`config.mk`:
```
export PLATFORM = sky130hd
export DESIGN_NAME = rttt_divider
export DESIGN_NICKNAME = d
export VERILOG_FILES = /design/src/rtl/rttt_pkg.sv /design/src/rtl/rttt_divider.sv
export SDC_FILE = /design/constraint.sdc
export NUM_CORES = 1
export LEC_CHECK = 0
export BUFFER_PORTS_ARGS = -buffer_cell sky130_fd_sc_hd__buf_2
export CAP_MARGIN = 10
export CORE_UTILIZATION = 30
export CTS_BUF_LIST = sky130_fd_sc_hd__clkbuf_8
export DETAILED_ROUTE_END_ITERATION = 7
export GPL_ROUTABILITY_DRIVEN = 0
export SYNTH_ARGS = -nofsm -noshare
export SYNTH_HDL_FRONTEND = slang
export SYNTH_SLANG_ARGS = --single-unit
```
`constraint.sdc`:
```
create_clock -name clk -period 4.25 [get_ports clk]
set_input_delay 0.2125 -clock clk [delete_from_list [all_inputs] [get_ports clk]]
set_output_delay 0.2125 -clock clk [all_outputs]
set_load 0.05 [all_outputs]
```
`src/rtl/rttt_pkg.sv`:
```
package rttt_pkg;

  localparam int SLOTS_DEF    = 16;
  localparam int CORDIC_STEPS = 16;
  localparam int ISQ_W        = 48;
  localparam int ISQ_STEPS    = ISQ_W / 2;
  localparam int DIV_N_W      = 26;
  localparam int DIV_D_W      = 16;

  localparam logic [1:0] OP_FRAME  = 2'd0;
  localparam logic [1:0] OP_DETECT = 2'd1;
  localparam logic [1:0] OP_CLEAR  = 2'd2;
  localparam logic [1:0] OP_NONE   = 2'd3;

  localparam logic [1:0] REG_GAIN   = 2'd0;
  localparam logic [1:0] REG_EXPIRY = 2'd1;
  localparam logic [1:0] REG_NONE   = 2'd3;

  localparam logic [16:0] GAIN_RESET   = 17'd6554;
  localparam logic [16:0] GAIN_ONE     = 17'd65536;
  localparam logic [7:0]  EXPIRY_RESET = 8'd10;
  localparam logic [15:0] DT_RESET     = 16'd50;
  localparam logic [7:0]  LOST_RESET   = 8'd100;
  localparam logic [7:0]  LOST_MAX     = 8'd255;

  // Quarter turn in 1/256 centidegree.
  localparam logic signed [23:0] QUARTER_TURN = 24'sd2304000;

  typedef struct packed {
    logic               valid;
    logic [7:0]         ident;
    logic [7:0]         lost;
    logic signed [23:0] xpos;
    logic signed [23:0] ypos;
    logic [15:0]        rng;
  } slot_t;

  localparam slot_t SLOT_RESET = '{valid: 1'b0, ident: 8'd0, lost: LOST_RESET,
                                   xpos: 24'sd0, ypos: 24'sd0, rng: 16'd0};

  typedef struct packed {
    logic clear;
    logic tick;
    logic shift;
  } cell_ctl_t;

  typedef enum logic [3:0] {
    ST_IDLE, ST_SCAN, ST_PICK, ST_MUL0, ST_MUL1, ST_MUL2, ST_MUL3, ST_MUL4,
    ST_MUL5, ST_MUL6, ST_ROOT, ST_SPEED, ST_DIV, ST_ANGLE, ST_DONE
  } state_t;

  // Arctangent of 2^-i in 1/256 centidegree.
  function automatic logic [20:0] atan_val(input logic [3:0] i);
    logic [20:0] a;
    case (i)
      4'd0:    a = 21'd1152000;
      4'd1:    a = 21'd680065;
      4'd2:    a = 21'd359328;
      4'd3:    a = 21'd182400;
      4'd4:    a = 21'd91554;
      4'd5:    a = 21'd45822;
      4'd6:    a = 21'd22916;
      4'd7:    a = 21'd11459;
      4'd8:    a = 21'd5730;
      4'd9:    a = 21'd2865;
      4'd10:   a = 21'd1432;
      4'd11:   a = 21'd716;
      4'd12:   a = 21'd358;
      4'd13:   a = 21'd179;
      4'd14:   a = 21'd90;
      default: a = 21'd45;
    endcase
    return a;
  endfunction

endpackage

```
`src/rtl/rttt_divider.sv`:
```
module rttt_divider (
  input  logic                          clk,
  input  logic                          rst_n,
  input  logic                          start,
  input  logic [rttt_pkg::DIV_N_W-1:0]  dividend,
  input  logic [rttt_pkg::DIV_D_W-1:0]  divisor,
  output logic                          busy,
  output logic [rttt_pkg::DIV_N_W-1:0]  quotient
);

  localparam int NW = rttt_pkg::DIV_N_W;
  localparam int DW = rttt_pkg::DIV_D_W;

  logic [DW-1:0] rem_r, dvs_r;
  logic [NW-1:0] quo_r;
  logic [4:0]    cnt_r;
  logic          busy_r;
  logic [DW:0]   shifted;
  logic          take;

  assign shifted = {rem_r, quo_r[NW-1]};
  assign take    = shifted >= {1'b0, dvs_r};

  always_ff @(posedge clk) begin
    if (!rst_n) begin
      busy_r <= 1'b0;
      cnt_r  <= '0;
    end else if (start) begin
      busy_r <= 1'b1;
      cnt_r  <= '0;
    end else if (busy_r) begin
      cnt_r <= cnt_r + 5'd1;
      if (cnt_r == 5'(NW - 1)) begin
        busy_r <= 1'b0;
      end
    end
  end

  always_ff @(posedge clk) begin
    if (start) begin
      rem_r <= '0;
      quo_r <= dividend;
      dvs_r <= divisor;
    end else if (busy_r) begin
      rem_r <= take ? DW'(shifted - {1'b0, dvs_r}) : shifted[DW-1:0];
      quo_r <= {quo_r[NW-2:0], take};
    end
  end

  assign busy     = busy_r;
  assign quotient = quo_r;

endmodule

```
==> impl_results.md, run 1 <==
* Die H at 111 um
* Fin. max-slew vios at 0
* PD cells at 388 nW/um2
* Slowest-stage cell, CP: a31oi_4
* Final net count at 470
* Critical Path Max Stage Delay at 0.61 ns
* Post-layout util at 36.6%
* Switching power at 0.549 mW
* Tcrit/Tclk final at 70.6%
* Setup bufs post-CTS at 0
* Fin cells at 554
* Status: finished with violations
* Final setup violation count at 0
* First-pass DRT Iterations at 6
* Buf/Inv on CP at 1
* Failing checks: DRC
* Avg Inst Size Synth at 10.6 um2
* Sequential share of the synthesized area at 47.6%
* CTS tree: yes
* CTS Buffer Depth at 2
* Vias/cell at 4.92
* Syn nets at 403
* Setup TNS at 0 ns
* Reg-to-Reg End: rem_r[0]
* Primary FF master, synth: edfxtp_1
* Post-synth top area share at 35.3%
* Fillers at 1,178
* Reg power frac at 46.0%
* Clk pin slew, worst setup/hold paths at 0.08 ns
* Via count at 2,725
* Post-synth EDFFs at 42
* DPL Wire Length at 5530 um
* Post-synth top area cell: edfxtp_1
* Grt ovf at 0
* Gr usage total at 13.1%
* Root Buffer: clkbuf_8
* Placed cell count at 538
* Die Width at 111 um
* Synth Warn # at 0
* Vias in the first global route at 2,644
* Largest net degree at the start of global routing at 46
* Logic pwr share at 26.6%
* Worst reg2reg setup slack at 1.25 ns
* R2r worst-path depth at 8
* # DRC at 2
* CTS sink count at 64
* Max Fanout on Critical Path at 24
* Count leader, synth: edfxtp_1
* Hold Fails Final Rpt at 0
* CP Launch Point: dvs_r[9]
* Skew-Pair Late Insertion Delay at 0.35 ns
* Cell breakdown of the critical path: inv_1 -> ha_1 -> nand4_1 -> or4_1 -> and4_4 -> a31oi_4 -> mux2_2 -> a211oi_1
* WP depth at 8
* Mapped Cells at 339
* Top cells by area, synth: edfxtp_1 (35%), dfxtp_1 (12%), mux2_2 (8.2%), ha_1 (6.3%), nor2_1 (3.1%)
* Arr. time, crit path at 3.27 ns
* CP required at 4.52 ns
* Share of cells above drive strength 1 at 28.7%
* Asr flop ratio synth at 0%
* I/O pin count at 72
* DR iter-0 viols at 98
* Routed length per instance at 13.9 um
* Mapped Area at 3580 um2
* Post_cts resized at 0
* Ant. Diodes at 0
* Pin slew with the least headroom to its limit at 0.713 ns
* Setup CP Type: flip-flop to flip-flop
* Maxcap violations at 0
* # rows at 39
* Global-route wire length before repair at 12,900 um
* Pre-CTS WS at 1.23 ns
* Clk_skew at 0.0117 ns
* Num CTS Buffers at 9
* Relative slew slack at 52.5%
* Worst vdd ir at 0.000148 V
* Routed Antenna Nets at 0
* Initial core utilization at 31.1%
* Worst r2r src: dvs_r[9]
* Crit path launch type: flip-flop
* H-tree depth at 3
* Kind of cell adding the most delay to the critical path: simple AND/OR/NAND/NOR gates
* Synthesized flop and latch total at 64
* Minimum clock period at 3.00 ns
* Area grow syn2layout at 17.8%
* IO Port Bufs at 71
* Fmax at 0.333 GHz
* Post-synth top cells: edfxtp_1 (42), nor2_1 (30), mux2_2 (26)
* Leak pwr at 1.71 nW
* Antenna violations before repair at 0
* End point of the critical path: rem_r[0]
* Die ar. at 12,400 um2
* Cts hold-fix bufs at 0
* Drt total wl at 7730 um
* Hold path cells at 1
* Synth unique cells at 51
* Sw Share at 33.6%
* HP Class: input port to flip-flop
* Core area at 11,500 um2
* RSZ-0062 raised after global routing: no
* Setup ws final at 1.25 ns
* PnR Total Power at 1.63 mW
* Clock share of power at 27.4%
* Critical Path End Type: flip-flop
* P_int at 1.09 mW
[power by group through the flow]
| stage | sequential (mW) | clock (mW) | combinational (mW) |
|---|---|---|---|
| 5_1_grt | 0.759 | 0.488 | 0.476 |
| 4_1_cts | 0.752 | 0.464 | 0.436 |
| 6_report | 0.752 | 0.449 | 0.435 |
| 2_1_floorplan | 0.855 | 0 | 0.244 |
| 3_5_place_dp | 0.765 | 0 | 0.434 |
| 3_3_place_gp | 0.763 | 0 | 0.431 |
[worst min-delay path by stage]
stage | startpoint | end | slack, ns
finish | divisor[5] | dvs_r[5] | 0.03
global placement | divisor[8] | dvs_r[8] | 0.39
CTS | divisor[5] | dvs_r[5] | 0.02
detailed placement | divisor[8] | dvs_r[8] | 0.39
floorplan | divisor[0] | dvs_r[0] | 0.31
global route | divisor[5] | dvs_r[5] | 0.02
[per-stage QoR]
| stage | instance area, um2 | hold WS (ns) |
|---|---|---|
| 6_report | 4210 | 0.0339 |
| 5_1_grt | 4210 | 0.0167 |
| 4_1_cts | 4210 | 0.0178 |
| 3_5_place_dp | 4050 | 0.392 |
| 3_3_place_gp | 4050 | 0.392 |
| 2_1_floorplan | 3580 | 0.311 |
[metal layers]
layer  vias to the layer above  GRT usage (%)  share of wire [%]
met1                      1278           17.1                 48
li1                       1385              -                  -
met2                        52           20.7                 47
met5                         -              0                  0
met3                        10           3.12                3.3
met4                         0           5.59                1.6
[cells in the final DEF (no fill, tap or decap), types with 9 or more instances in the layout]
| cell | netlist | final |
|---|---|---|
| buf_2 | 4 | 71 |
| edfxtp_1 | 42 | 42 |
| nor2_1 | 30 | 30 |
| mux2_2 | 26 | 26 |
| inv_1 | 23 | 24 |
| dfxtp_1 | 22 | 22 |
| nand2_1 | 19 | 19 |
| a21oi_1 | 18 | 18 |
| ha_1 | 18 | 18 |
| nand2b_1 | 13 | 13 |
| o21ai_0 | 10 | 10 |
| a211oi_1 | 10 | 10 |
| clkbuf_8 | 0 | 9 |
[sequential cells by signal, summed over array words and instances (netlist names)]
name,flops
dvs_r,16
rem_r,16
busy,1
cnt_r,5
quotient,26
[final cells by class]
type	count	area, um2	share of cell area, %
clock buffer	9	124	2.94
clock inverter	7	40.0	0.950
inverter	23	86.3	2.05
multi-input combinational	234	1700	40.5
sequential	64	1700	40.4
tap	143	179	4.25
timing repair buffer	74	378	8.97
[logic make-up after synthesis]
logic type                 Yosys count  synth area share [%]
muxes                               31                  9.58
buffers and inverters               41                  4.79
DFF                                 64                  47.6
adders and majority gates           19                  6.86
AOI/OAI and AO/OA                   74                  14.4
and+or+nand+nor                     98                  13.8
xor gates and xnor gates            12                  2.94
Note: power is estimated with default switching activity, not from simulation.
==> run 2: changes to the inputs <==
Clock period 4.25 ns to 2.8 ns, I/O delays scaled along.
==> impl_results.md, run 2 (synthesis gave the netlist of run 1 again) <==
* Status: finished with violations (unchanged)
* Failing checks: DRC (unchanged)
* Vias/cell at 4.86 (was 4.92)
* Reg power frac at 45.6% (was 46.0%)
* Maxcap violations at 0 (unchanged)
* First-pass DRT Iterations at 6 (unchanged)
* Worst vdd ir at 0.000223 V (was 0.000148 V)
* H-tree depth at 3 (unchanged)
* CTS sink count at 64 (unchanged)
* Hold path startpoint: rst_n (was divisor[5])
* Setup ws final at 0.180 ns (was 1.25 ns)
* Ant. Diodes at 0 (unchanged)
* Setup bufs post-CTS at 0 (unchanged)
* Most common cell after layout, fill and taps aside: buf_2 (unchanged)
* Switching power at 0.832 mW (was 0.549 mW)
* Worst reg2reg setup slack at 0.18 ns (was 1.25 ns)
* Clock share of power at 26.5% (was 27.4%)
* Routed Antenna Nets at 0 (unchanged)
* Setup CP Type: flip-flop to flip-flop (unchanged)
* CTS Buffer Depth at 2 (unchanged)
* Max Fanout on Critical Path at 10 (was 24)
* Routed length per instance at 14.0 um (was 13.9 um)
* DR iter-0 viols at 141 (was 98)
* Die Width at 111 um (unchanged)
* Relative slew slack at 57.8% (was 52.5%)
* Sw Share at 33.2% (was 33.6%)
* Pin slew with the least headroom to its limit at 0.633 ns (was 0.713 ns)
* Critical Path End Type: flip-flop (unchanged)
* P_int at 1.67 mW (was 1.09 mW)
* Clk_skew at 0.00878 ns (was 0.0117 ns)
* Tcrit/Tclk final at 93.6% (was 70.6%)
* Final net count at 493 (was 470)
* Pre-CTS WS at 0.190 ns (was 1.23 ns)
* Met2 WL post-DR at 3780 um (was 3650 um)
* Skew-Pair Late Insertion Delay at 0.35 ns (about the same)
* DRT met1 WL at 3860 um (was 3700 um)
* Die ar. at 12,400 um2 (unchanged)
* Initial core utilization at 31.1% (unchanged)
* Largest register FFs at 26 (unchanged)
* Final setup violation count at 0 (unchanged)
* Fin. max-slew vios at 0 (unchanged)
* Fmax at 0.382 GHz (was 0.333 GHz)
* Core area at 11,500 um2 (unchanged)
* Met3 wire length at 235 um (was 255 um)
* Arr. time, crit path at 2.88 ns (was 3.27 ns)
* Slowest-stage cell, CP: or4_1 (was a31oi_4)
* Largest net degree at the start of global routing at 46 (unchanged)
* Hold path cells at 2 (was 1)
* Worst Hold End: busy (was dvs_r[5])
* Critical Path Max Stage Delay at 0.56 ns (was 0.61 ns)
* # DRC at 2 (unchanged)
* Share of cells above drive strength 1 at 28.9% (was 28.7%)
* RSZ-0062 raised after global routing: no (unchanged)
* Crit path launch type: flip-flop (unchanged)
* IO Port Bufs at 71 (unchanged)
* PnR Total Power at 2.50 mW (was 1.63 mW)
* I/O pin count at 72 (unchanged)
* CTS tree: yes (unchanged)
* R2r worst-path depth at 9 (was 8)
* Worst r2r src: dvs_r[6] (was dvs_r[9])
* Cell breakdown of the critical path: inv_1 -> ha_2 -> nand4_1 -> or4_1 -> and4_4 -> a31oi_4 -> buf_4 -> o21ai_0 -> a311oi_1 (was inv_1 -> ha_1 -> nand4_1 -> or4_1 -> and4_4 -> a31oi_4 -> mux2_2 -> a211oi_1)
* Most frequent cells in the layout: buf_2 (71), edfxtp_1 (42), nor2_1 (30) (unchanged)
* DPL Wire Length at 5870 um (was 5530 um)
* Die H at 111 um (unchanged)
* Logic pwr share at 27.8% (was 26.6%)
* Reg-to-Reg End: rem_r[10] (was rem_r[0])
* Global-route wire length before repair at 13,200 um (was 12,900 um)
* Root Buffer: clkbuf_8 (unchanged)
* Fillers at 1,154 (was 1,178)
* Drt total wl at 8060 um (was 7730 um)
* Minimum clock period at 2.62 ns (was 3.00 ns)
* Vias in the first global route at 2,737 (was 2,644)
* Hold Fails Final Rpt at 0 (unchanged)
* Gr usage total at 13.6% (was 13.1%)
* Area grow syn2layout at 23.5% (was 17.8%)
* Grt ovf at 0 (unchanged)
* Num CTS Buffers at 9 (unchanged)
* Clk pin slew, worst setup/hold paths at 0.07 ns (was 0.08 ns)
* Antenna violations before repair at 0 (unchanged)
* Via count at 2,798 (was 2,725)
* HP Class: input port to flip-flop (unchanged)
* Leak pwr at 1.81 nW (was 1.71 nW)
* Max layer used: met4 (unchanged)
* CP required at 3.06 ns (was 4.52 ns)
* # rows at 39 (unchanged)
* Setup TNS at 0 ns (unchanged)
* PD cells at 567 nW/um2 (was 388 nW/um2)
-- run 2: worst max path at each step --
stage / to / start / slack, ns / cells after the start
after floorplan: rem_r[14] / quotient[25] / 0.18 / 9
after global placement: rem_r[0] / dvs_r[6] / 0.28 / 8
after detailed placement: rem_r[11] / dvs_r[6] / 0.19 / 9
after CTS: rem_r[10] / dvs_r[6] / 0.16 / 9
after global routing: rem_r[10] / dvs_r[6] / 0.01 / 9
final: rem_r[10] / dvs_r[6] / 0.18 / 9
-- run 2: per-layer routing --
metal,GRT usage [%],vias to the layer above
li1,-,1426
met1,17.0,1309
met2,21.9,47
met3,2.90,16
met4,7.30,0
met5,0,-
-- run 2: stage by stage --
stage	std cells	util [%]	hold slack, ns	area (um2)
6_report	576	38.4	0.0327	4420
5_1_grt	576	38.4	0.0482	4420
4_1_cts	576	38.3	0.0211	4420
3_5_place_dp	545	35.6	0.318	4100
3_3_place_gp	545	35.6	0.318	4100
2_1_floorplan	339	-	0.239	3580
-- run 2: timing repair --
action / CTS / global route
gates resized for setup: 0 / 1
endpoints found under the hold margin: 16 / 0
hold buffers: 16 / 0
setup endpoints to repair: 0 / 1
-- run 2: layout make-up --
cell class | instances | area, um2 | share of cell area [%]
multi-input cells | 234 | 1710 | 38.6
repair buffers | 97 | 591 | 13.4
well taps | 143 | 179 | 4.05
flip-flops and latches | 64 | 1700 | 38.5
inverters | 23 | 86.3 | 1.95
clock buffers | 9 | 124 | 2.80
clock inverters | 6 | 30.0 | 0.680
-- run 2: worst max-delay path, delay by kind of cell, from the launching register on --
family	cells	cell delay [ns]
adders and majority gates	1	0.38
AOI/OAI and AO/OA	3	0.62
and+or+nand+nor	3	0.91
DFF	1	0.33
buffers and inverters	2	0.28
-- run 2: power by group through the flow --
stage               clock network [mW]  registers (mW)  logic (mW)
floorplan                            0            1.30       0.370
global placement                     0            1.16       0.674
detailed placement                   0            1.16       0.678
CTS                              0.697            1.14       0.699
global route                     0.736            1.15       0.760
finish                           0.664            1.14       0.697
==> run 3: changes to the inputs <==
Settings changed: RECOVER_POWER set to 50.
==> impl_results.md, run 3 (synthesis gave the netlist of run 1 again) <==
* I/O pin count at 72 (unchanged)
* Crit path launch type: flip-flop (unchanged)
* Largest register FFs at 26 (unchanged)
* Via count at 2,813 (was 2,798)
* Worst r2r src: dvs_r[6] (unchanged)
* CP Launch Point: dvs_r[6] (unchanged)
* Global-route wire length before repair at 13,200 um (unchanged)
* Drt total wl at 8060 um (about the same)
* Antenna violations before repair at 0 (unchanged)
* H-tree depth at 3 (unchanged)
* Clk_skew at 0.00880 ns (was 0.00878 ns)
* R2r worst-path depth at 9 (unchanged)
* Arr. time, crit path at 2.87 ns (was 2.88 ns)
* CP required at 3.06 ns (about the same)
* Hold path cells at 2 (unchanged)
* Area grow syn2layout at 23.1% (was 23.5%)
* Leak pwr at 1.79 nW (was 1.81 nW)
* Setup CP Type: flip-flop to flip-flop (unchanged)
* Final net count at 493 (unchanged)
* Core area at 11,500 um2 (unchanged)
* Clk pin slew, worst setup/hold paths at 0.07 ns (about the same)
* CTS Buffer Depth at 2 (unchanged)
* Sw Share at 33.3% (was 33.2%)
* Max Fanout on Critical Path at 10 (unchanged)
* Ant. Diodes at 0 (unchanged)
* Tcrit/Tclk final at 93.4% (was 93.6%)
* Gr usage total at 13.6% (unchanged)
* Pin slew with the least headroom to its limit at 1.37 ns (was 0.633 ns)
* Grt ovf at 0 (unchanged)
* Failing checks: DRC (unchanged)
* Fin. max-slew vios at 0 (unchanged)
* Largest net degree at the start of global routing at 46 (unchanged)
* Placed cell count at 545 (unchanged)
* Routed length per instance at 14.0 um (about the same)
* DPL Wire Length at 5870 um (unchanged)
* Hold path startpoint: rst_n (unchanged)
* Final setup violation count at 0 (unchanged)
* Setup TNS at 0 ns (unchanged)
* Hold Fails Final Rpt at 0 (unchanged)
* Fin cells at 576 (unchanged)
* Clock share of power at 26.6% (was 26.5%)
* Worst reg2reg setup slack at 0.18 ns (about the same)
* Switching power at 0.833 mW (was 0.832 mW)
* Maxcap violations at 0 (unchanged)
* Status: finished with violations (unchanged)
* DR iter-0 viols at 141 (unchanged)
* First-pass DRT Iterations at 6 (unchanged)
* Worst vdd ir at 0.000223 V (about the same)
* Num CTS Buffers at 9 (unchanged)
* # DRC at 2 (unchanged)
* Reg-to-Reg End: rem_r[10] (unchanged)
* Initial core utilization at 31.1% (unchanged)
* Vias in the first global route at 2,737 (unchanged)
* Routed Antenna Nets at 0 (unchanged)
* Minimum clock period at 2.62 ns (about the same)
* IO Port Bufs at 71 (unchanged)
* Min Hold Slack at 0.0323 ns (was 0.0327 ns)
* Die H at 111 um (unchanged)
* Share of cells above drive strength 1 at 26.3% (was 28.9%)
* Reg power frac at 45.7% (was 45.6%)
* Most common cell after layout, fill and taps aside: buf_2 (unchanged)
* CTS tree: yes (unchanged)
* Relative slew slack at 8.67% (was 57.8%)
* Most frequent cells in the layout: buf_2 (62), edfxtp_1 (42), nor2_1 (30) (was buf_2 (71), edfxtp_1 (42), nor2_1 (30))
* Skew-Pair Late Insertion Delay at 0.35 ns (about the same)
* Logic pwr share at 27.7% (was 27.8%)
* PD cells at 568 nW/um2 (was 567 nW/um2)
* Worst Hold End: busy (unchanged)
* HP Class: input port to flip-flop (unchanged)
* Die Width at 111 um (unchanged)
* Die ar. at 12,400 um2 (unchanged)
* RSZ-0062 raised after global routing: no (unchanged)
* Fmax at 0.382 GHz (about the same)
* Root Buffer: clkbuf_8 (unchanged)
* Critical Path End Type: flip-flop (unchanged)
* Post-layout util at 38.2% (was 38.4%)
* CTS sink count at 64 (unchanged)
* P_int at 1.67 mW (about the same)
* # rows at 39 (unchanged)
* Vias/cell at 4.88 (was 4.86)
-- run 3: cell count changes in the layout (fill, tap and decap cells not counted), sizes merged --
cell,delta
buf,-10
clkbuf,+10
-- run 3: layout make-up --
class                           instances  area, um2
Fill cell                            1155       7110
Multi-Input combinational cell        234       1710
Sequential cell                        64       1700
Timing Repair Buffer                   97        576
Tap cell                              143        179
Clock buffer                            9        124
Inverter                               23       86.3
Clock inverter                          6       30.0
-- run 3: worst max-delay path by stage --
stage                            to  slack (ns)  depth (start not counted)
after floorplan           rem_r[14]        0.18                          9
after global placement     rem_r[0]        0.28                          8
after detailed placement  rem_r[11]        0.19                          9
after CTS                 rem_r[10]        0.16                          9
after global routing      rem_r[10]        0.01                          9
final                     rem_r[10]        0.18                          9
-- run 3: worst max-delay path, cell delays in order, from the launching register on --
cell      delay, ns
edfxtp_1       0.33
inv_1          0.05
ha_2           0.39
nand4_1        0.17
or4_1          0.56
and4_4         0.18
a31oi_4        0.27
buf_4          0.22
o21ai_0        0.10
a311oi_1       0.25
-- run 3: metal layers --
metal	share of wire [%]	track usage, %	vias to the layer above
met2	47	21.9	52
li1	-	-	1427
met1	48	17.0	1318
met5	0	0	-
met3	3.3	2.90	16
met4	2.3	7.30	0
-- run 3: power by group through the flow --
stage | logic (mW) | clock network, mW | registers (mW)
2_1_floorplan | 0.370 | 0 | 1.30
3_3_place_gp | 0.674 | 0 | 1.16
3_5_place_dp | 0.678 | 0 | 1.16
4_1_cts | 0.699 | 0.697 | 1.14
5_1_grt | 0.756 | 0.736 | 1.15
6_report | 0.693 | 0.666 | 1.14
-- run 3: what timing repair did --
item,CTS,global route
endpoints found under the setup margin,0,1
hold endpoints to repair,16,0
hold buffers,16,0
resized for setup,0,1
setup buffers,0,0
-- run 3: stage by stage --
step           worst slack, ns  instance area [um2]  power (mW)
5_1_grt                 0.0136                 4400        2.64
4_1_cts                  0.157                 4420        2.54
3_5_place_dp             0.190                 4100        1.84
2_1_floorplan            0.181                 3580        1.67
6_report                 0.184                 4400        2.50
3_3_place_gp             0.277                 4100        1.83
